--- src/rtl/tsq_pkg.sv ---
// Shared types and constants for the temperature sample qualifier.
// No dependencies; used by every module of the block.
package tsq_pkg;

    localparam int TICK_COUNT_WIDTH_DEF = 16;
    localparam int CFG_INDEX_W = 3;
    localparam int CFG_DATA_W  = 16;
    localparam int TEMP_W      = 13;

    // Register indexes on the configuration port
    localparam logic [CFG_INDEX_W-1:0] REG_EMA_WEIGHT    = 3'd0;
    localparam logic [CFG_INDEX_W-1:0] REG_VALID_MIN     = 3'd1;
    localparam logic [CFG_INDEX_W-1:0] REG_VALID_MAX     = 3'd2;
    localparam logic [CFG_INDEX_W-1:0] REG_FAILURE_LIMIT = 3'd3;
    localparam logic [CFG_INDEX_W-1:0] REG_TIMEOUT_LIMIT = 3'd4;
    localparam logic [CFG_INDEX_W-1:0] REG_FILTER_SEED   = 3'd5;

    localparam logic [8:0]         EMA_WEIGHT_RESET    = 9'd77;
    localparam logic [8:0]         EMA_WEIGHT_FULL     = 9'd256;
    localparam logic signed [12:0] VALID_MIN_RESET     = 13'sd0;
    localparam logic signed [12:0] VALID_MAX_RESET     = 13'sd2400;
    localparam logic [7:0]         FAILURE_LIMIT_RESET = 8'd5;
    localparam logic [15:0]        TIMEOUT_LIMIT_RESET = 16'd1000;
    localparam logic signed [12:0] FILTER_SEED_RESET   = 13'sd320;
    localparam logic [7:0]         FAIL_RUN_MAX        = 8'hFF;

    localparam logic CMD_READING = 1'b0;
    localparam logic CMD_TICK    = 1'b1;

    typedef struct packed {
        logic [8:0]         ema_weight;
        logic signed [12:0] valid_min;
        logic signed [12:0] valid_max;
        logic [7:0]         failure_limit;
        logic [15:0]        timeout_limit;
    } cfg_t;

    typedef struct packed {
        logic               cmd;
        logic               read_ok;
        logic signed [12:0] sample_temp;
    } item_t;

    typedef struct packed {
        logic               accepted;
        logic               timed_out;
        logic [7:0]         failure_count;
        logic               sensor_error;
        logic signed [12:0] filtered_temp;
    } result_t;

endpackage

--- src/rtl/temp_sample_qualifier_ema.sv ---
// Temperature sample qualifier with EMA filter: one input word (a reading or
// a tick) gives one result word carrying the filter, error flag, failure run,
// timeout flag and the accept bit. A word goes from the input register through
// the state update into the result register. The block takes one word per
// clock while the receiver keeps up; a result word is offered once it reaches
// the result register, later while the receiver holds off. The rate is set by
// the state update, which reads what the previous word left.
// Depends on tsq_pkg, tsq_cfg and tsq_update.
module temp_sample_qualifier_ema
#(
    parameter int TICK_COUNT_WIDTH = tsq_pkg::TICK_COUNT_WIDTH_DEF
)
(
    input  logic                            clk,
    input  logic                            rst_n,
    input  logic                            cfg_we,
    input  logic [tsq_pkg::CFG_INDEX_W-1:0] cfg_index,
    input  logic [tsq_pkg::CFG_DATA_W-1:0]  cfg_data,
    input  logic                            s_tvalid,
    output logic                            s_tready,
    input  logic [15:0]                     s_tdata,   // read_ok, sample_temp[12:0], 2'b0
    input  logic                            s_tuser,   // cmd
    output logic                            m_tvalid,
    input  logic                            m_tready,
    output logic [23:0]                     m_tdata    // filtered_temp[12:0], sensor_error,
                                                       // failure_count[7:0], timed_out, accepted
);

    tsq_pkg::cfg_t    cfg;
    tsq_pkg::item_t   item_reg;
    tsq_pkg::result_t res;
    tsq_pkg::result_t out_reg;
    logic             in_valid_reg;
    logic             out_valid_reg;
    logic             advance;
    logic             s_fire;
    logic             m_fire;

    tsq_cfg u_cfg
    (
        .clk       (clk),
        .rst_n     (rst_n),
        .cfg_we    (cfg_we),
        .cfg_index (cfg_index),
        .cfg_data  (cfg_data),
        .cfg       (cfg)
    );

    tsq_update #(.TICK_COUNT_WIDTH(TICK_COUNT_WIDTH)) u_update
    (
        .clk   (clk),
        .rst_n (rst_n),
        .step  (advance),
        .item  (item_reg),
        .cfg   (cfg),
        .res   (res)
    );

    // Move the held word into the result register when that slot is free.
    assign advance  = in_valid_reg && (!out_valid_reg || m_tready);
    assign s_tready = !in_valid_reg || advance;
    assign s_fire   = s_tvalid && s_tready;
    assign m_fire   = out_valid_reg && m_tready;

    always_ff @(posedge clk or negedge rst_n)
    begin
        if (!rst_n)
        begin
            in_valid_reg  <= 1'b0;
            out_valid_reg <= 1'b0;
        end
        else
        begin
            if (s_fire)
            begin
                in_valid_reg <= 1'b1;
            end
            else if (advance)
            begin
                in_valid_reg <= 1'b0;
            end
            if (advance)
            begin
                out_valid_reg <= 1'b1;
            end
            else if (m_fire)
            begin
                out_valid_reg <= 1'b0;
            end
        end
    end

    always_ff @(posedge clk)
    begin
        if (s_fire)
        begin
            item_reg.cmd         <= s_tuser;
            item_reg.read_ok     <= s_tdata[0];
            item_reg.sample_temp <= $signed(s_tdata[13:1]);
        end
        if (advance)
        begin
            out_reg <= res;
        end
    end

    assign m_tvalid = out_valid_reg;
    assign m_tdata  = {out_reg.accepted, out_reg.timed_out, out_reg.failure_count,
                       out_reg.sensor_error, out_reg.filtered_temp};

endmodule

--- src/rtl/tsq_cfg.sv ---
// Configuration register bank for the temperature sample qualifier.
// Depends on tsq_pkg for register indexes, reset values and cfg_t.
module tsq_cfg
(
    input  logic                            clk,
    input  logic                            rst_n,
    input  logic                            cfg_we,
    input  logic [tsq_pkg::CFG_INDEX_W-1:0] cfg_index,
    input  logic [tsq_pkg::CFG_DATA_W-1:0]  cfg_data,
    output tsq_pkg::cfg_t                   cfg
);

    tsq_pkg::cfg_t cfg_reg;
    tsq_pkg::cfg_t cfg_next;

    always_comb
    begin
        cfg_next = cfg_reg;
        if (cfg_we)
        begin
            case (cfg_index)
                tsq_pkg::REG_EMA_WEIGHT:    cfg_next.ema_weight    = cfg_data[8:0];
                tsq_pkg::REG_VALID_MIN:     cfg_next.valid_min     = $signed(cfg_data[12:0]);
                tsq_pkg::REG_VALID_MAX:     cfg_next.valid_max     = $signed(cfg_data[12:0]);
                tsq_pkg::REG_FAILURE_LIMIT: cfg_next.failure_limit = cfg_data[7:0];
                tsq_pkg::REG_TIMEOUT_LIMIT: cfg_next.timeout_limit = cfg_data[15:0];
                // The seed only loads at reset, and reset restores it, so drop the write.
                tsq_pkg::REG_FILTER_SEED:   cfg_next = cfg_reg;
                default:                    cfg_next = cfg_reg;
            endcase
        end
    end

    always_ff @(posedge clk or negedge rst_n)
    begin
        if (!rst_n)
        begin
            cfg_reg.ema_weight    <= tsq_pkg::EMA_WEIGHT_RESET;
            cfg_reg.valid_min     <= tsq_pkg::VALID_MIN_RESET;
            cfg_reg.valid_max     <= tsq_pkg::VALID_MAX_RESET;
            cfg_reg.failure_limit <= tsq_pkg::FAILURE_LIMIT_RESET;
            cfg_reg.timeout_limit <= tsq_pkg::TIMEOUT_LIMIT_RESET;
        end
        else
        begin
            cfg_reg <= cfg_next;
        end
    end

    assign cfg = cfg_reg;

endmodule

--- src/rtl/tsq_update.sv ---
// Qualifier state and its update: window check, failure run,
// EMA filter and idle tick counter. Depends on tsq_pkg.
module tsq_update
#(
    parameter int TICK_COUNT_WIDTH = tsq_pkg::TICK_COUNT_WIDTH_DEF
)
(
    input  logic             clk,
    input  logic             rst_n,
    input  logic             step,
    input  tsq_pkg::item_t   item,
    input  tsq_pkg::cfg_t    cfg,
    output tsq_pkg::result_t res
);

    localparam int CMP_W = (TICK_COUNT_WIDTH > 16) ? TICK_COUNT_WIDTH : 16;

    logic signed [12:0]          filter_reg;
    logic signed [12:0]          filter_next;
    logic [7:0]                  fail_reg;
    logic [7:0]                  fail_next;
    logic                        error_reg;
    logic                        error_next;
    logic [TICK_COUNT_WIDTH-1:0] idle_reg;
    logic [TICK_COUNT_WIDTH-1:0] idle_next;

    logic               in_window;
    logic               good;
    logic [8:0]         weight;
    logic signed [13:0] diff;
    logic signed [23:0] prod;
    logic signed [23:0] rnd;
    logic signed [13:0] delta;
    logic signed [13:0] filter_sum;
    logic [7:0]         fail_inc;
    logic [CMP_W-1:0]   idle_ext;
    logic [CMP_W-1:0]   limit_ext;

    assign in_window = (item.sample_temp >= cfg.valid_min) &&
                       (item.sample_temp <= cfg.valid_max);
    assign good      = (item.cmd == tsq_pkg::CMD_READING) && item.read_ok && in_window;

    // f + round((w * (s - f)) / 256), halves up
    assign weight     = (cfg.ema_weight > tsq_pkg::EMA_WEIGHT_FULL) ?
                        tsq_pkg::EMA_WEIGHT_FULL : cfg.ema_weight;
    assign diff       = {item.sample_temp[12], item.sample_temp} - {filter_reg[12], filter_reg};
    assign prod       = $signed({1'b0, weight}) * diff;
    assign rnd        = prod + 24'sd128;
    assign delta      = rnd[21:8];
    assign filter_sum = {filter_reg[12], filter_reg} + delta;

    assign fail_inc = (fail_reg != tsq_pkg::FAIL_RUN_MAX) ? fail_reg + 8'd1 : fail_reg;

    always_comb
    begin
        filter_next = filter_reg;
        fail_next   = fail_reg;
        error_next  = error_reg;
        idle_next   = idle_reg;
        if (item.cmd == tsq_pkg::CMD_TICK)
        begin
            if (idle_reg != {TICK_COUNT_WIDTH{1'b1}})
            begin
                idle_next = idle_reg + 1'b1;
            end
        end
        else if (good)
        begin
            filter_next = filter_sum[12:0];
            fail_next   = '0;
            error_next  = 1'b0;
            idle_next   = '0;
        end
        else
        begin
            fail_next  = fail_inc;
            error_next = error_reg | (fail_inc >= cfg.failure_limit);
        end
    end

    always_ff @(posedge clk or negedge rst_n)
    begin
        if (!rst_n)
        begin
            filter_reg <= tsq_pkg::FILTER_SEED_RESET;
            fail_reg   <= '0;
            error_reg  <= 1'b0;
            idle_reg   <= '0;
        end
        else if (step)
        begin
            filter_reg <= filter_next;
            fail_reg   <= fail_next;
            error_reg  <= error_next;
            idle_reg   <= idle_next;
        end
    end

    assign idle_ext  = CMP_W'(idle_next);
    assign limit_ext = CMP_W'(cfg.timeout_limit);

    assign res.filtered_temp = filter_next;
    assign res.sensor_error  = error_next;
    assign res.failure_count = fail_next;
    assign res.timed_out     = idle_ext > limit_ext;
    assign res.accepted      = good;

endmodule

--- config.mk ---
export PLATFORM = sky130hd
export DESIGN_NAME = temp_sample_qualifier_ema
export DESIGN_NICKNAME = d
export VERILOG_FILES = /design/src/rtl/tsq_pkg.sv /design/src/rtl/temp_sample_qualifier_ema.sv /design/src/rtl/tsq_cfg.sv /design/src/rtl/tsq_update.sv
export SDC_FILE = /design/constraint.sdc
export NUM_CORES = 1
export LEC_CHECK = 0
export BUFFER_PORTS_ARGS = -buffer_cell sky130_fd_sc_hd__buf_4
export CAP_MARGIN = 25
export CORE_AREA = 2 2 159 161
export DETAILED_ROUTE_END_ITERATION = 12
export DIE_AREA = 0 0 161 163
export PLACE_DENSITY = 0.79
export SLEW_MARGIN = 5
export SYNTH_ARGS = -nofsm -noshare
export SYNTH_HDL_FRONTEND = slang
export SYNTH_HIERARCHICAL = 1
export SYNTH_SLANG_ARGS = --single-unit
--- constraint.sdc ---
create_clock -name clk -period 9.7 [get_ports clk]
set_input_delay 0.97 -clock clk [delete_from_list [all_inputs] [get_ports clk]]
set_output_delay 0.97 -clock clk [all_outputs]
set_load 0.02 [all_outputs]
Yosys cells after proc, flatten, opt, wreduce, memory -nomap -nowiden
Cells that the tools add are included.
- register bits: 138
- bits of input ports: 41
- word-level logic and storage cells: 71
- add/subtract/negate cells: 5
- multipliers: 1
- $lt $le $gt $ge: 5
- equality and inequality tests: 6
- muxes and demuxes: 15
- bitwise logic cells: 2
- reduce and logical (&&, ||, !) cells: 18
- operators by type and width (operator ; number):
    16-bit two-way mux ; 3
    13-bit two-way mux ; 2
    8-bit two-way mux ; 3
    21-bit by 9-bit adder with 21-bit output, second input constant ; 1
    10-bit by 14-bit multiplier with 21-bit output ; 1
    16-bit by 1-bit adder with 16-bit output, second input constant ; 1
    16-bit > comparator ; 1
    16-bit != test, second input constant ; 1
    13-bit by 13-bit subtractor with 14-bit output ; 1
    13-bit adder ; 1
    13-bit greater-or-equal comparator ; 1
    13-bit <= comparator ; 1
    2-bit AND reduction ; 5
    9-bit > comparator, second input constant ; 1
    9-bit two-way mux ; 1
    8-bit by 1-bit adder with 8-bit output, second input constant ; 1
    8-bit greater-or-equal comparator ; 1
    8-bit != test, second input constant ; 1
    3-bit by 2-bit equality test with 1-bit output, second input constant ; 2
    1-bit logical AND ; 6
    1-bit two-way mux ; 6
    2-bit nonzero test ; 2
    3-bit by 1-bit equality test with 1-bit output, second input constant ; 1
    3-bit equality test, second input constant ; 1
    5 further kinds ; 7

Logic depth before layout (Yosys ltp)
Gate-level depths: netlist (run 1).
- depth after elaboration: 7
- depth in mapped cells: 38

Modules after synthesis
Netlist (run 1), hierarchy kept.
- by module, submodules not included (module ; instances ; cells each ; area each (um^2) ; sequential area each (um^2)):
    tsq_update ; 1 ; 1093 ; 9014.9 ; 953.4
    tsq_cfg ; 1 ; 127 ; 2259.7 ; 1496.4
    temp_sample_qualifier_ema ; 1 ; 47 ; 1275.0 ; 1221.2

Least setup slack after synthesis (run 1)
OpenSTA, ideal clock, no wires.
- path kind: register -> register
- from: register item_reg[2] (netlist name)
- to: register out_reg, in the netlist m_tdata[12], data pin
- setup time: 258 ps
- data arrival time: 7852 ps
- path slack: 1589 ps
- stages on the path, launching flop included: 37
- path buffers: 0
- clock period less this slack: 8111 ps
- cells stage by stage: edfxtp_1 ha_1 nor2b_2 o2111a_1 nor3_1 o21bai_1 a21oi_1 o21bai_1 a21oi_1 xnor2_1 nand2_1 fa_1 inv_1 fa_1 fa_1 fa_1 inv_1 fa_1 inv_1 ha_1 o211ai_1 o22ai_1 a21oi_2 nor2_1 nor2_1 xnor2_1 ha_1 a21oi_1 nand2_1 o2111a_1 a211oi_2 o21ai_0 xnor2_1 xnor2_1 xnor2_1 nand2_1 xnor2_1
- RTL lines (element ; line ; source):
    from (decl) ; temp_sample_qualifier_ema.sv:30 ; tsq_pkg::item_t item_reg;
    to (signal assigned) ; temp_sample_qualifier_ema.sv:103 ; out_reg <= res;
    to (decl) ; temp_sample_qualifier_ema.sv:32 ; tsq_pkg::result_t out_reg;

==> impl_metrics.tcl, run 1 <==
set metrics [dict create \
    status "finished clean" \
    placed_area_um2 13370 \
    grt_pass1_vias 9283 \
    rows 58 \
    drv_cap 0 \
    setup_violations 0 \
    dp_hpwl_mm 21.35 \
    dp.cells 1638 \
    die_area_um2 26240 \
    drcViolationCount 0 \
    relSlewSlack 0.3333 \
    die_h_um 163 \
    yosys-top-cells-area "dfrtp_1 (16%), fa_1 (16%), ha_1 (14%)" \
    die_w_um 161 \
    drt-vias-per-instance 5.475 \
    core_area_um2 24670 \
    final_nets 1605 \
    final_area_um2 13980 \
    grt-ovfl-total 0 \
    htreeDepth 4 \
    cp_num_buf_inv 4 \
    ys_types 69 \
    drive_above_1_share 0.1706 \
    cts_tree "done" \
    timing.final.hold_violations 0 \
    syn_inst 1267 \
    syn_area_per_cell_um2 9.905 \
    gp_congestion 0.9098 \
    crit_path_max_fanout 5 \
    routed_wl_mm 27.59 \
    grtUsageTotal 0.2195 \
    cts_inserted_buffers 17 \
    clkTransAtPathRegs_ns 0.06 \
    crit_family "adder cells" \
    grt_max_degree 65 \
    post_drt_wl_per_cell_um 16.50 \
    synth_seq_cells 138 \
    synth-edff-count 39 \
    slew_violations 0 \
    clk_latency_ns 0.43 \
    yosys.area.top_type "dfrtp_1" \
    max_freq_mhz 110.1 \
    holdWs_ns 0.5034 \
    initial_core_util 0.5086 \
    async_flop_share 0.7174 \
    worst_slew_pin_slew_ns 0.9980 \
    synth_fp_nets 1543 \
    port_buffers 64 \
    synth_top_area_share 0.1615 \
    diodes 0 \
    final.min_clock_period_ns 9.085 \
    worstSetupStartpointType "flop" \
    antenna_found_initial 0 \
    largest_reg_flops 59 \
    rrSetupSlack_ns 0.61 \
    num_io_pins 67 \
    cts.sinks 138 \
    area_growth_pct 11.37 \
    ys.flop_type "dfrtp_1" \
    ys_warn_count 6 \
    first_pass_iters 5 \
    grt_pass1_wl_mm 45.63 \
    post-route-period-util 0.9366 \
    final.fill_count 2130 \
    crit_required_ns 9.88 \
    clock_path_buffers 2 \
    finClkSkew_ns 0.01481 \
    cts_root_buf "clkbuf_16" \
    ys_seq_area_frac 0.2925 \
    drtAntennaViolNets 0 \
    cpMaxStageDelayCell "fa_1" \
    hp-class "flop to flop" \
    fin_tns_setup_ns 0 \
    cp.arrival_ns 9.27 \
    cp-end-kind "flop" \
    synth_area_um2 12550 \
    critPathMaxStageDelay_ns 0.55 \
    stdcell_count 1672 \
    setup.worst_path.class "flop to flop" \
    first_iter_violations 643 \
    vias 9154 \
]
==> stage by stage <==
stage	util	setup slack (ns)
2_1_floorplan	-	1.589
3_3_place_gp	0.5420	0.8796
3_5_place_dp	0.5420	0.6722
4_1_cts	0.5655	0.6451
5_1_grt	0.5664	-0.007891
6_report	0.5664	0.6146
==> timing repair <==
action	4_1_cts	5_1_grt
setup endpoints to repair	0	2
endpoints found under the hold margin	0	0
hold buffers	0	0
gates resized for setup	0	1
setup buffers	0	1
==> synth_stat cells (6+ instances only) <==
master and instances:
o21a_1 8, a21oi_1 33, fa_1 98, edfxtp_1 39, clkbuf_1 19, dfstp_2 18, a21o_1 17, nor3_1 11
nand3_1 22, dfrtp_1 81, nand4_1 18, a211oi_1 8, a31oi_1 6, and2_1 16, xnor2_1 35, nor2_1 72
xor2_1 14, ha_1 137, nand2_1 114, mux2i_1 7, nand2b_1 34, nor2b_1 33, inv_1 192, buf_4 8
mux2_2 82, o21ai_0 61
==> path summary, 6_finish.rpt <==
| path | cells after the start | start | endpoint |
|---|---|---|---|
| setup / recovery | 37 | item_reg[1]$_DFFE_PP_ | m_tdata[12]$_DFFE_PP_ |
| setup reg to reg | 37 | item_reg[1]$_DFFE_PP_ | m_tdata[12]$_DFFE_PP_ |
| max in group asynchronous | 2 | rst_n | u_cfg/cfg[11]$_DFFE_PN0P_ |
| hold / removal | 1 | u_cfg/cfg[17]$_DFFE_PN0P_ | u_cfg/cfg[17]$_DFFE_PN0P_ |
| hold reg to reg | 1 | u_cfg/cfg[17]$_DFFE_PN0P_ | u_cfg/cfg[17]$_DFFE_PN0P_ |
| min in group asynchronous | 1 | rst_n | u_update/idle_reg[14]$_DFFE_PN0P_ |
==> layout by cell type (no fill, tap or decap), types with 4 or more instances in the layout <==
cell       netlist  routed
nor3_1          11      10
ha_1           137     137
o21a_1           8       8
buf_4            8      79
dfstp_2         18      18
or2_2            4       4
nand3_1         22      22
edfxtp_1        39      39
nor4_1           4       4
and3_1           5       5
nand3b_1         4       4
mux2_2          82      82
nand2b_1        34      34
and2_1          16      15
a21o_1          17      17
nor2b_1         33      33
a31oi_1          6       6
o31ai_1          4       4
xor2_1          14      14
inv_6            0       6
xnor2_1         35      35
dfrtp_1         81      81
inv_1          192     192
a21oi_1         33      33
a211oi_1         8       8
nand2_1        114     114
fa_1            98      98
nor2_1          72      72
clkbuf_16        0      17
nand4_1         18      18
mux2i_1          7       7
o21ai_1          5       5
o21ai_0         61      61
==> routing by layer <==
| layer | up-vias | routed length [µm] | global-route usage |
|---|---|---|---|
| met4 | 0 | 618 | 0.07305 |
| li1 | 4355 | - | - |
| met1 | 4514 | 12030 | 0.2866 |
| met3 | 43 | 1342 | 0.03591 |
| met5 | - | 0 | 0 |
| met2 | 242 | 13590 | 0.3742 |
==> kinds of logic (layout without fill, tap and decap cells) <==
kind of cell / after synthesis / in the layout / share of synthesized area
AO/OA/AOI/OAI: 170 / 170 / 0.08385
XOR/XNOR: 49 / 49 / 0.03420
adder cells (fa/ha/maj): 235 / 235 / 0.2929
buffers and inverters: 229 / 304 / 0.07318
flip-flops: 138 / 138 / 0.2925
multiplexers: 89 / 89 / 0.07916
AND/OR/NAND/NOR: 357 / 357 / 0.1442
==> final cells by class <==
type / count / area, µm² / share of cell area
repair buffers: 80 / 604.3 / 0.04324
clock inverters: 15 / 153.9 / 0.01101
inverters: 192 / 720.7 / 0.05157
flip-flops and latches: 138 / 3671 / 0.2627
clock buffers: 17 / 425.4 / 0.03044
multi-input cells: 900 / 7988 / 0.5715
well taps: 330 / 412.9 / 0.02954
Power of run 1 is left out: the tool's default activity adds up to more than one toggle a clock period on the data nets, which glitch-free logic cannot reach.
==> run 2: changes to the inputs <==
--- a/config.mk
+++ b/config.mk
@@ -11,6 +11,7 @@
 export DETAILED_ROUTE_END_ITERATION = 12
 export DIE_AREA = 0 0 161 163
 export PLACE_DENSITY = 0.79
+export REMOVE_ABC_BUFFERS = 1
 export SLEW_MARGIN = 5
 export SYNTH_ARGS = -nofsm -noshare
 export SYNTH_HDL_FRONTEND = slang
==> impl_metrics.tcl, run 2 (synthesis results as in run 1) <==
set metrics [dict create \
    cts_root_buf "clkbuf_16" \
    post_drt_wl_per_cell_um 17.08 \
    dp_hpwl_mm 21.29 \
    cts_inserted_buffers 17 \
    final_nets 1600 \
    critPathMaxStageDelay_ns 0.55 \
    die_w_um 161 \
    cts.sinks 138 \
    finClkSkew_ns 0.01116 \
    hp-class "flop to flop" \
    highest_layer "met4" \
    worst_r2r_startpoint "u_update/filter_reg[1]$_DFFE_PN0P_" \
    status "finished clean" \
    vias 9330 \
    r2r_cells 37 \
    first_pass_iters 8 \
    cp.arrival_ns 9.25 \
    area_growth_pct 10.82 \
    routed_wl_mm 28.47 \
    rows 58 \
    diodes 0 \
    grtUsageTotal 0.2275 \
    initial_core_util 0.5086 \
    cpMaxStageDelayCell "fa_1" \
    drv_cap 0 \
    final.min_clock_period_ns 9.087 \
    antenna_found_initial 0 \
    largest_reg_flops 59 \
    regArea_um2 3671 \
    layout.cells.most_common "inv_1" \
    post-route-period-util 0.9368 \
    met2WireLength_mm 13.92 \
    rrSetupSlack_ns 0.61 \
    num_io_pins 67 \
    rr_endpoint "m_tdata[12]$_DFFE_PP_" \
    wl_met3_mm 1.655 \
    crit_path_max_fanout 5 \
    clkTransAtPathRegs_ns 0.06 \
    drive_above_1_share 0.1653 \
    core_area_um2 24670 \
    worst_slew_pin_slew_ns 1.035 \
    crit_path_start "u_update/filter_reg[1]$_DFFE_PN0P_" \
    clk_latency_ns 0.42 \
    clock_path_buffers 2 \
    cp-end-kind "flop" \
    ctsResizeCount 0 \
    drt-met1-wl_mm 12.12 \
    htreeDepth 4 \
    port_buffers 64 \
    gp_congestion 0.8952 \
    ctsHoldBuffers 0 \
    grt_pass1_wl_mm 47.37 \
    cts_tree "done" \
    worstSetupStartpointType "flop" \
    endpoint "m_tdata[12]$_DFFE_PP_" \
    grt_max_degree 65 \
    relSlewSlack 0.3089 \
    drt-vias-per-instance 5.597 \
    cts_setup_buffers 0 \
    grt-ovfl-total 0 \
    die_h_um 163 \
    rsz0062_at_grt "no" \
    final_cell_mix "inv_1 (192), ha_1 (137), nand2_1 (114)" \
    die_area_um2 26240 \
    fin_tns_setup_ns 0 \
    multiInputGateArea_um2 7998 \
    final.fill_count 2091 \
    first_iter_violations 695 \
    setup_violations 0 \
    grt_pass1_vias 9541 \
    max_freq_mhz 110.1 \
    crit_required_ns 9.87 \
    drtAntennaViolNets 0 \
    setup.worst_path.class "flop to flop" \
    drcViolationCount 0 \
    slew_violations 0 \
    timing.final.hold_violations 0 \
]
-- run 2: cell types whose count changed in the layout (fill, tap and decap cells not counted), sizes merged --
cell and change:
inv -3, clkbuf +4, buf -5, bufinv -1
-- run 2: stage by stage --
| step | util | area, µm² | std cells | hold WS [ns] | setup WS, ns |
|---|---|---|---|---|---|
| 2_1_floorplan | - | 12350 | 1230 | 0.4794 | 1.511 |
| 3_3_place_gp | 0.5408 | 13340 | 1634 | 0.4892 | 0.8183 |
| 3_5_place_dp | 0.5408 | 13340 | 1634 | 0.4966 | 0.6447 |
| 4_1_cts | 0.5626 | 13880 | 1666 | 0.5106 | 0.5347 |
| 5_1_grt | 0.5636 | 13910 | 1667 | 0.5237 | 0.02746 |
| 6_report | 0.5636 | 13910 | 1667 | 0.5050 | 0.6135 |
-- run 2: worst min path at each step --
| stage | cells after the start | to | start | slack (ns) |
|---|---|---|---|---|
| 2_1_floorplan | 1 | u_cfg/cfg[17]$_DFFE_PN0P_ | u_cfg/cfg[17]$_DFFE_PN0P_ | 0.48 |
| 3_3_place_gp | 1 | u_cfg/cfg[22]$_DFFE_PN0P_ | u_cfg/cfg[22]$_DFFE_PN0P_ | 0.49 |
| 3_5_place_dp | 1 | u_cfg/cfg[20]$_DFFE_PN0P_ | u_cfg/cfg[20]$_DFFE_PN0P_ | 0.50 |
| 4_1_cts | 1 | u_cfg/cfg[20]$_DFFE_PN0P_ | u_cfg/cfg[20]$_DFFE_PN0P_ | 0.51 |
| 5_1_grt | 1 | u_cfg/cfg[33]$_DFFE_PN0P_ | u_cfg/cfg[33]$_DFFE_PN0P_ | 0.52 |
| 6_report | 1 | u_cfg/cfg[13]$_DFFE_PN0P_ | u_cfg/cfg[13]$_DFFE_PN0P_ | 0.51 |
-- run 2: final cells by class --
type | count | share of cell area
Sequential cell | 138 | 0.2640
Multi-Input combinational cell | 900 | 0.5751
Clock inverter | 11 | 0.006298
Tap cell | 330 | 0.02969
Inverter | 192 | 0.05182
Clock buffer | 21 | 0.03239
Timing Repair Buffer | 75 | 0.04076
-- run 2: routing by layer --
metal | track usage | up-vias
li1 | - | 4345
met1 | 0.2967 | 4585
met2 | 0.3911 | 337
met3 | 0.02878 | 63
met4 | 0.08279 | 0
met5 | 0 | -
-- run 2: critical path: cells and delay by family (launching register included) --
family                     cells  cell delay [ns]
adders and majority gates      8             3.47
AOI/OAI and AO/OA             13             2.85
xor gates and xnor gates       6             1.16
and+or+nand+nor                6             0.67
DFF                            1             0.46
buffers and inverters          4             0.23
Power of run 2 is left out for the same reason.
